### src/rtl/core/mtg_pkg.sv
`timescale 1ns / 1ps
// ---------------------------------------------------------------------------
// mtg_pkg
// shared constants, types and the tempering function of the mt19937 unit
// ---------------------------------------------------------------------------
package mtg_pkg;

  localparam int unsigned DEPTH       = 624;
  localparam int unsigned OFFSET      = 397;
  localparam int unsigned ADDR_W      = $clog2(DEPTH);
  localparam int unsigned NUM_KEYS    = 4;
  localparam int unsigned KEY_IDX_W   = $clog2(NUM_KEYS);
  localparam int unsigned KEY_LEN_DEF = 4;

  localparam logic [31:0] ARRAY_SEED  = 32'd19650218;
  localparam logic [31:0] MUL_SINGLE  = 32'd1812433253;
  localparam logic [31:0] MUL_MIX1    = 32'd1664525;
  localparam logic [31:0] MUL_MIX2    = 32'd1566083941;
  localparam logic [31:0] UPPER_BIT   = 32'h8000_0000;
  localparam logic [31:0] MATRIX_WORD = 32'h9908_b0df;
  localparam logic [31:0] TEMPER_B    = 32'h9d2c_5680;
  localparam logic [31:0] TEMPER_C    = 32'hefc6_0000;

  localparam logic [ADDR_W-1:0] IDX_EMPTY    = ADDR_W'(DEPTH);
  localparam logic [ADDR_W-1:0] IDX_UNSEEDED = ADDR_W'(DEPTH + 1);
  localparam logic [ADDR_W-1:0] LAST_ADDR    = ADDR_W'(DEPTH - 1);

  typedef enum logic [1:0] {
    CMD_SEED_VALUE = 2'd0,
    CMD_SEED_KEYS  = 2'd1,
    CMD_DRAW       = 2'd2,
    CMD_UNUSED     = 2'd3
  } command_e;

  typedef enum logic [3:0] {
    OP_NONE,
    OP_SS_INIT,
    OP_SS_MUL,
    OP_SS_WR,
    OP_A_START,
    OP_A_RD,
    OP_A_WR,
    OP_A_WRAP,
    OP_A_FIN,
    OP_T_PRE,
    OP_T_LD,
    OP_T_RD,
    OP_T_WR,
    OP_D_RD,
    OP_D_OUT,
    OP_D_NS
  } dp_op_e;

  typedef enum logic [3:0] {
    ST_IDLE,
    ST_SS_MUL,
    ST_SS_WR,
    ST_A_START,
    ST_A_RD,
    ST_A_WR,
    ST_A_WRAP,
    ST_A_FIN,
    ST_T_PRE,
    ST_T_LD,
    ST_T_RD,
    ST_T_WR,
    ST_D_RD,
    ST_D_OUT
  } ctrl_state_e;

  typedef struct packed {
    dp_op_e op;
    logic   loop2;
    logic   array_seed;
  } dp_cmd_t;

  typedef struct packed {
    logic n_last;
    logic k_last;
    logic unseeded;
    logic empty;
  } dp_status_t;

  function automatic logic [31:0] temper(input logic [31:0] x);
    logic [31:0] y;
    y = x ^ (x >> 11);
    y = y ^ ((y << 7) & TEMPER_B);
    y = y ^ ((y << 15) & TEMPER_C);
    y = y ^ (y >> 18);
    return y;
  endfunction

endpackage

### src/rtl/core/mtg_ctrl.sv
`timescale 1ns / 1ps
// ---------------------------------------------------------------------------
// mtg_ctrl
// sequencer for seeding, twist and draw commands
// ---------------------------------------------------------------------------
module mtg_ctrl (
  input  logic                clk_i,
  input  logic                rst_ni,
  input  logic                start_i,
  input  logic [1:0]          command_i,
  output logic                busy_o,
  output mtg_pkg::dp_cmd_t    cmd_o,
  input  mtg_pkg::dp_status_t status_i
);
  import mtg_pkg::*;

  ctrl_state_e state_q, state_d;
  logic        array_q, array_d, loop2_q, loop2_d, kl_q, kl_d;

  always_ff @(posedge clk_i or negedge rst_ni) begin
    if (!rst_ni) begin
      state_q <= ST_IDLE;
      array_q <= 1'b0;
      loop2_q <= 1'b0;
      kl_q    <= 1'b0;
    end else begin
      state_q <= state_d;
      array_q <= array_d;
      loop2_q <= loop2_d;
      kl_q    <= kl_d;
    end
  end

  always_comb begin
    state_d          = state_q;
    array_d          = array_q;
    loop2_d          = loop2_q;
    kl_d             = kl_q;
    cmd_o.op         = OP_NONE;
    cmd_o.loop2      = loop2_q;
    cmd_o.array_seed = array_q;
    unique case (state_q)
      ST_IDLE: begin
        if (start_i) begin
          unique case (command_e'(command_i))
            CMD_SEED_VALUE, CMD_SEED_KEYS: begin
              array_d          = (command_e'(command_i) == CMD_SEED_KEYS);
              cmd_o.array_seed = array_d;
              cmd_o.op         = OP_SS_INIT;
              state_d          = ST_SS_MUL;
            end
            CMD_DRAW: begin
              if (status_i.unseeded) cmd_o.op = OP_D_NS;
              else if (status_i.empty) state_d = ST_T_PRE;
              else state_d = ST_D_RD;
            end
            CMD_UNUSED: ;
            default: ;
          endcase
        end
      end
      ST_SS_MUL: begin
        cmd_o.op = OP_SS_MUL;
        state_d  = ST_SS_WR;
      end
      ST_SS_WR: begin
        cmd_o.op = OP_SS_WR;
        if (!status_i.n_last) state_d = ST_SS_MUL;
        else state_d = array_q ? ST_A_START : ST_IDLE;
      end
      ST_A_START: begin
        cmd_o.op = OP_A_START;
        loop2_d  = 1'b0;
        state_d  = ST_A_RD;
      end
      ST_A_RD: begin
        cmd_o.op = OP_A_RD;
        state_d  = ST_A_WR;
      end
      ST_A_WR: begin
        cmd_o.op = OP_A_WR;
        kl_d     = status_i.k_last;
        if (status_i.n_last) state_d = ST_A_WRAP;
        else if (!status_i.k_last) state_d = ST_A_RD;
        else if (loop2_q) state_d = ST_A_FIN;
        else begin
          loop2_d = 1'b1;
          state_d = ST_A_RD;
        end
      end
      ST_A_WRAP: begin
        cmd_o.op = OP_A_WRAP;
        if (!kl_q) state_d = ST_A_RD;
        else if (loop2_q) state_d = ST_A_FIN;
        else begin
          loop2_d = 1'b1;
          state_d = ST_A_RD;
        end
      end
      ST_A_FIN: begin
        cmd_o.op = OP_A_FIN;
        state_d  = ST_IDLE;
      end
      ST_T_PRE: begin
        cmd_o.op = OP_T_PRE;
        state_d  = ST_T_LD;
      end
      ST_T_LD: begin
        cmd_o.op = OP_T_LD;
        state_d  = ST_T_RD;
      end
      ST_T_RD: begin
        cmd_o.op = OP_T_RD;
        state_d  = ST_T_WR;
      end
      ST_T_WR: begin
        cmd_o.op = OP_T_WR;
        state_d  = status_i.n_last ? ST_D_RD : ST_T_RD;
      end
      ST_D_RD: begin
        cmd_o.op = OP_D_RD;
        state_d  = ST_D_OUT;
      end
      ST_D_OUT: begin
        cmd_o.op = OP_D_OUT;
        state_d  = ST_IDLE;
      end
      default: state_d = ST_IDLE;
    endcase
  end

  assign busy_o = (state_q != ST_IDLE);

endmodule

### config.mk
export PLATFORM = sky130hd
export DESIGN_NAME = mtg_ctrl
export DESIGN_NICKNAME = d
export VERILOG_FILES = /design/src/rtl/core/mtg_pkg.sv /design/src/rtl/core/mtg_ctrl.sv
export SDC_FILE = /design/constraint.sdc
export NUM_CORES = 1
export LEC_CHECK = 0
export ABC_AREA = 1
export BUFFER_PORTS_ARGS = -buffer_cell sky130_fd_sc_hd__buf_2
export CELL_PAD_IN_SITES_DETAIL_PLACEMENT = 1
export CELL_PAD_IN_SITES_GLOBAL_PLACEMENT = 1
export CORE_MARGIN = 10
export CORE_UTILIZATION = 34
export DETAILED_ROUTE_END_ITERATION = 16
export PLACE_DENSITY = 0.73
export SYNTH_ARGS = -nofsm -noshare
export SYNTH_HDL_FRONTEND = slang
export SYNTH_SLANG_ARGS = --single-unit
### constraint.sdc
create_clock -name clk_i -period 2.05 [get_ports clk_i]
set_input_delay 0.5125 -clock clk_i [delete_from_list [all_inputs] [get_ports clk_i]]
set_output_delay 0.5125 -clock clk_i [all_outputs]
set_load 0.005 [all_outputs]
# ---- Yosys cells after proc, flatten, opt, wreduce, memory -nomap -nowiden
# Index checks and enable logic that the tools add are counted.
dict set report word_totals {
  register_bits 7
  latchBits 0
  ramBits 0
  romBits 0
  input_bits 9
  elab_cells 55
  n_memories 0
}
dict set report classes {
  addsub 0
  n_mul 0
  n_div 0
  n_lt_le_gt_ge 0
  n_eq_ne 21
  shifts 0
  muxes 23
  n_bitwise 0
  reduce_logical 7
}
# cell count
set ops {}
lappend ops {{one-hot mux 4 bit (14 select lines)} 1}
lappend ops {{one-hot mux 4 bit (12 select lines)} 1}
lappend ops {{== test 4 bit, second input constant} 6}
lappend ops {{2-to-1 mux 4 bit} 5}
lappend ops {{== test 4 x 3 -> 1 bit, second input constant} 4}
lappend ops {{one-hot mux 4 bit (2 select lines)} 2}
lappend ops {{2-to-1 mux 2 bit} 5}
lappend ops {{== test 4 x 2 -> 1 bit, second input constant} 2}
lappend ops {{inequality test 2 bit, second input constant} 4}
lappend ops {{2-to-1 mux 1 bit} 6}
lappend ops {{2-to-1 mux 3 bit} 2}
lappend ops {{== test 4 x 1 -> 1 bit, second input constant} 1}
lappend ops {{zero test 4 bit} 1}
lappend ops {{AND reduction 4 bit} 1}
lappend ops {{nonzero test 4 bit} 1}
lappend ops {{inequality test 3 x 1 -> 1 bit, second input constant} 1}
lappend ops {{inequality test 3 bit, second input constant} 1}
lappend ops {{one-hot mux 1 bit (3 select lines)} 1}
lappend ops {{AND reduction 3 bit} 1}
lappend ops {{nonzero test 3 bit} 1}
lappend ops {{== test 2 x 1 -> 1 bit, second input constant} 1}
lappend ops {{== test 2 bit, second input constant} 1}
lappend ops {{zero test 2 bit} 1}
lappend ops {{OR reduction 2 bit} 1}

# ---- Longest topological paths before layout
# Gate-level depths: netlist of run 1.
dict set report depth {
  depth_word 5
  depth_mapped 8
  depth_no_buf 7
}

# ---- Worst setup path after synthesis of run 1
# Ideal clock, no wire load.
dict set report synth_path {
  path_type {reg-to-output}
  startpoint {register state_q[3]}
  endpoint {output cmd_o[0] in the netlist's numbering}
  arrival_ps 1163
  required_ps 1537
  setup_slack_ps 375
  stages_incl_launch_ff 9
  path_buffers 1
  cell_sequence {dfrtp_1 -> nor2_4 -> nand2_2 -> inv_2 -> nand2_2 -> nor2_1 -> nor2_1 -> nor2_1 -> buf_4}
}
# element line
set synth_lines {}
lappend synth_lines {{from (decl)} mtg_ctrl.sv:17} ;# ctrl_state_e state_q, state_d;
lappend synth_lines {{from (signal assigned)} mtg_ctrl.sv:27} ;# state_q <= state_d;
lappend synth_lines {{to (decl)} mtg_ctrl.sv:12} ;# output mtg_pkg::dp_cmd_t cmd_o,

==> results of run 1 <==
## synthesized netlist by cell type (all sizes together) (2+ instances only)
cell type  number
a21oi           4
buf             2
dfrtp           7
inv            18
nand2          39
nand3           7
nor2           23
o21ai           5
## state kept, by name (all words and copies together), names as in the netlist
| register | count |
|---|---|
| loop2_q | 1 |
| array_q | 1 |
| state_q | 4 |
| kl_q | 1 |
## critical path, stage by stage, from the launching register on
cell	delay, ns
dfrtp_2	0.44
buf_4	0.15
buf_4	0.14
nand2_2	0.08
o22ai_2	0.07
nor2_1	0.13
nand3_1	0.08
buf_2	0.13
## report_power, final
part           leakage, uW  internal, uW  switching [uW]
Sequential       0.0000811           210            78.6
Combinational     0.000398           366             487
Clock            0.0000150          74.5            53.6
Total             0.000494           650             620
## area by class of cell
type,count,area [um2]
well taps,25,31.3
inverters,18,70.1
flip-flops and latches,7,180
clock buffers,4,26.3
multi-input cells,86,427
repair buffers,23,135
fillers,266,895
## path summary, 6_finish.rpt
kind                                   from          to  slack [ns]  depth (start not counted)
worst min register to register         kl_q        kl_q        0.57                          2
worst max register to register   state_q[3]  state_q[1]        0.64                          8
max in group asynchronous            rst_ni  state_q[1]        1.79                          1
min in group clk_i              status_i[2]        kl_q        0.51                          3
worst max-delay path             state_q[0]    cmd_o[4]        0.07                          7
worst min-delay path                 rst_ni  state_q[2]        0.08                          1
## cells by family (layout without fill, tap and decap cells)
logic type             count (synthesis)  after routing  share of synthesized area [%]
AO/OA/AOI/OAI                         14             14                           12.9
buffers and inverters                 20             45                           12.7
flip-flops                             7              7                           26.9
AND/OR/NAND/NOR                       72             72                           47.5
## per-layer routing
layer	track usage (%)	vias to the layer above
li1	-	403
met1	11.4	373
met2	18.1	7
met3	1.39	2
met4	4.92	0
met5	0	-
## what timing repair did
item	in CTS	in global routing
endpoints found under the hold margin	0	0
pin swaps	1	4
resized for setup	2	12
endpoints found under the setup margin	4	4
buffers inserted	1	7
## per-stage QoR
stage	utilization (%)	cells	hold WS, ns	setup WS, ns	setup TNS (ns)
floorplan	-	113	0.217	0.375	0
global placement	42.1	151	0.352	0.215	0
detailed placement	42.1	151	0.353	0.202	0
CTS	44.2	156	0.0739	0.00172	0
global route	49.3	163	0.0832	-0.0153	-0.0357
finish	49.3	163	0.0810	0.0659	0
## cells in the final DEF (no fill, tap or decap)
cell	count
nand2_1	35
nor2_1	17
inv_1	16
buf_2	15
buf_4	8
nand3_1	7
o21ai_0	5
a21oi_1	4
dfrtp_2	4
nor2_4	3
nor2_2	3
dfrtp_1	3
clkbuf_4	3
nand2_4	2
nand2_2	2
inv_2	1
inv_4	1
o22ai_2	1
o221ai_1	1
nand4_1	1
nor3_1	1
o21bai_1	1
a22oi_1	1
o2111ai_1	1
nand3b_1	1
clkbuf_1	1
==> flow_metrics.py, run 1 <==
metrics = {
    "run_status": {
        "outcome": "finished clean",
    },
    "routing": {
        "drc": 0,
        "highest_layer": "met4",
        "wl_met2_um": 1230,
        "totalWireLength_um": 2210,
        "antenna_left": 0,
        "drtIter0Drc": 9,
        "via_per_inst": 4.82,
        "wl_per_cell_um": 13.6,
        "route.vias.total": 785,
        "met1Wirelength_um": 922,
        "met3_length_um": 47,
        "dr.pass1.iters": 4,
    },
    "setup_path": {
        "crit_arrival_ns": 1.47,
        "worst_setup_path_start_kind": "register",
        "worstSetupPathType": "reg2out",
        "path_max_fanout": 4,
        "endpoint_kind": "primary output",
        "cp.required_ns": 1.54,
    },
    "grt": {
        "gr-usage-all-layers_pct": 10.1,
        "grt-ovfl-total": 0,
        "grt_pass1_wl_um": 3460,
        "grt_pass1_vias": 826,
        "antenna_found_initial": 0,
        "grt_max_degree": 8,
    },
    "finish": {
        "nNetsFinal": 148,
        "areaGrowthSynthToFinish_pct": 33.7,
        "layout-drive-gt1-share_pct": 31.2,
        "design_area_um2": 870,
        "insertedDiodeCount": 0,
    },
    "floorplan": {
        "io_pins": 16,
        "core_mm2": 0.00176,
        "initial_utilization_pct": 36.9,
        "rows": 15,
        "die_w_um": 63.7,
        "die-area_mm2": 0.00406,
        "fp.dieH_um": 63.7,
    },
    "synth": {
        "synth.yosys.warnings": 0,
        "postSynthAreaPerCell_um2": 5.76,
        "synth_nets": 122,
        "synth_top_area_cell": "dfrtp_1",
        "synth_top_cell_area_share_pct": 26.9,
        "ys_seq_area_share_pct": 26.9,
        "synth_cell_types": 20,
        "ys_ff_latch": 7,
        "netlist_area_um2": 651,
        "synthFlopType": "dfrtp_1",
        "synth-edff-count": 0,
        "yosys-top-cells-area": "dfrtp_1 27%, nand2_1 21%, nor2_1 12%, inv_1 9.2%, nand3_1 5.4%",
        "syn_inst": 113,
        "async_flop_share_pct": 100,
    },
    "sta": {
        "final-max-slew-violation-count": 0,
        "setup_viol_count_final": 0,
        "max_freq_ghz": 0.504,
        "finalCritPeriodShare_pct": 96.8,
        "final_hold_viol_count": 0,
        "maxSlewHeadroom_pct": 83.9,
        "finClkSkew_ns": 0.00681,
        "worst_slew_pin_slew_ns": 0.241,
        "period_minus_slack_ns": 1.98,
    },
    "power_and_ir_drop": {
        "power_density_mw_per_mm2": 1460,
        "finalPower_uw": 1270,
        "p_leak_uw": 0.000494,
        "ir_worst_vdd_mv": 0.677,
    },
    "clocking": {
        "htreeDepth": 1,
        "cts.clk_slew.worst_paths_ns": 0.06,
        "cts-buffers-inserted": 3,
        "ctsHoldBuffers": 0,
        "clkLatencyLatePin_ns": 0.25,
        "cts_tree": "built",
        "clkSinkCount": 7,
        "clock-root-buffer": "clkbuf_4",
        "clock_path_buffers": 2,
    },
    "place": {
        "placed_cell_area_um2": 742,
        "hpwl_um": 1680,
        "io_buffers": 15,
        "gp_congestion": 0.842,
    },
    "run": {
        "drv_cap": 0,
    },
    "hold_path": {
        "hp-class": "in2async",
    },
}
No activity file was read; power rests on OpenSTA's default activity.
==> run 2: changes to the inputs <==
CAP_MARGIN = 30   (was unset)
RECOVER_POWER = 25   (was unset)
==> run 2 against run 1 <==
Fmax is the same. Clock-buffer cell count is the same. Die area is the same. First-iteration DRC count is the same. Global-route usage is the same. Hold slack gained 0.068 ns. Wire length is essentially flat. Highest routed layer unchanged.
==> flow_metrics.py, run 2 (same netlist as run 1, synthesis figures left out) <==
metrics = {
    "floorplan": {
        "fp.dieH_um": 63.7,
        "die_w_um": 63.7,
        "io_pins": 16,
        "rows": 15,
        "core_mm2": 0.00176,
        "die-area_mm2": 0.00406,
        "initial_utilization_pct": 36.9,
    },
    "setup_path": {
        "cp.required_ns": 1.54,
        "ff2ff_setup_slack_ns": 0.64,
        "worstSetupPathType": "reg2out",
        "crit_arrival_ns": 1.47,
        "r2r-end": "state_q[1]",
        "endpoint_kind": "primary output",
        "path_max_fanout": 4,
        "worst_setup_path_start_kind": "register",
        "r2r-start": "state_q[3]",
        "reg2reg_depth": 8,
    },
    "finish": {
        "final_cell_mix": "35 x nand2_1, 17 x nor2_1, 16 x inv_1",
        "nNetsFinal": 148,
        "layout_commonest_cell": "nand2_1",
        "areaGrowthSynthToFinish_pct": 33.5,
        "insertedDiodeCount": 0,
        "largest_reg_flops": 4,
        "regMostFlops": "state_q",
        "layout-drive-gt1-share_pct": 30.4,
        "nFillCells": 267,
    },
    "grt": {
        "grt_max_degree": 8,
        "gr-usage-all-layers_pct": 10.1,
        "grt-ovfl-total": 0,
        "grt_pass1_vias": 826,
        "grt_pass1_wl_um": 3460,
        "antenna_found_initial": 0,
    },
    "sta": {
        "final_hold_viol_count": 0,
        "max_freq_ghz": 0.504,
        "maxSlewHeadroom_pct": 73.7,
        "setup_viol_count_final": 0,
        "worst_slew_pin_slew_ns": 0.394,
        "whs_ns": 0.149,
        "tns_ns": 0,
        "period_minus_slack_ns": 1.98,
        "finalCritPeriodShare_pct": 96.8,
        "finClkSkew_ns": 0.00681,
        "final-max-slew-violation-count": 0,
    },
    "power_and_ir_drop": {
        "p_leak_uw": 0.000491,
        "power_density_mw_per_mm2": 1460,
        "ir_worst_vdd_mv": 0.677,
        "switching_power_uw": 620,
        "internal_power_uw": 649,
        "pwr-share-clk_pct": 10.1,
        "seqPwrFrac_pct": 22.7,
        "p_comb_share_pct": 67.2,
        "power_switching_share_pct": 48.8,
    },
    "hold_path": {
        "hp-class": "in2async",
    },
    "clocking": {
        "clock-root-buffer": "clkbuf_4",
        "clock_path_buffers": 2,
        "cts-buffers-inserted": 3,
        "cts.clk_slew.worst_paths_ns": 0.06,
        "clkLatencyLatePin_ns": 0.25,
        "htreeDepth": 1,
        "cts_tree": "built",
        "clkSinkCount": 7,
        "ctsHoldBuffers": 0,
    },
    "routing": {
        "antenna_left": 0,
        "via_per_inst": 4.82,
        "route.vias.total": 785,
        "drtIter0Drc": 9,
        "dr.pass1.iters": 4,
        "drc": 0,
        "wl_per_cell_um": 13.6,
        "totalWireLength_um": 2210,
    },
    "place": {
        "io_buffers": 15,
        "hpwl_um": 1680,
        "gp_congestion": 0.842,
    },
    "run_status": {
        "outcome": "finished clean",
    },
    "run": {
        "drv_cap": 0,
    },
}
run 2: per-layer routing:
metal  vias to the layer above  wire length, um  part of all wire [%]  global-route usage, %
li1                        403                -                     -                      -
met1                       373              924                    42                   11.4
met3                         2               47                   2.1                   1.39
met2                         7             1230                    55                   18.1
met5                         -                0                     0                      0
met4                         0               12                  0.54                   4.92
run 2: repair_timing:
item / in CTS / in global routing
resized for setup: 2 / 12
buffers inserted: 1 / 7
endpoints found under the setup margin: 4 / 4
pin swaps: 1 / 4
run 2: power by group through the flow:
stage	clock network [uW]	logic [uW]	registers, uW
4_1_cts	135	673	299
5_1_grt	142	969	301
3_3_place_gp	0	638	297
6_report	128	853	288
2_1_floorplan	0	470	274
3_5_place_dp	0	648	296
run 2: area by class of cell:
type | instances | area, um2 | share of cell area (%)
inverter | 18 | 70.1 | 8.07
timing repair buffer | 23 | 134 | 15.4
sequential | 7 | 180 | 20.7
clock buffer | 4 | 26.3 | 3.03
multi-input combinational | 86 | 427 | 49.1
tap | 25 | 31.3 | 3.60
run 2: per-stage QoR:
step	utilization (%)	cell area (um2)	setup WS [ns]	instances	power, uW
4_1_cts	44.2	779	0.00172	156	1110
3_3_place_gp	42.1	742	0.215	151	935
6_report	49.2	868	0.0659	163	1270
3_5_place_dp	42.1	742	0.202	151	944
2_1_floorplan	-	651	0.375	113	744
5_1_grt	49.2	868	-0.0153	163	1410
run 2: worst max path at each step:
stage	start	end	slack (ns)	cells past startpoint
CTS	state_q[1]	cmd_o[4]	0.002	8
finish	state_q[0]	cmd_o[4]	0.07	7
detailed placement	state_q[3]	cmd_o[4]	0.20	8
global route	state_q[0]	cmd_o[0]	-0.02	8
floorplan	state_q[3]	cmd_o[0]	0.37	8
global placement	command_i[0]	cmd_o[4]	0.22	9
run 2: critical path: stages (launching register included):
cell and delay [ns]:
dfrtp_2 0.44, buf_4 0.15, buf_4 0.14, nand2_2 0.08, o22ai_2 0.07, nor2_1 0.13
nand3_1 0.08, buf_2 0.13
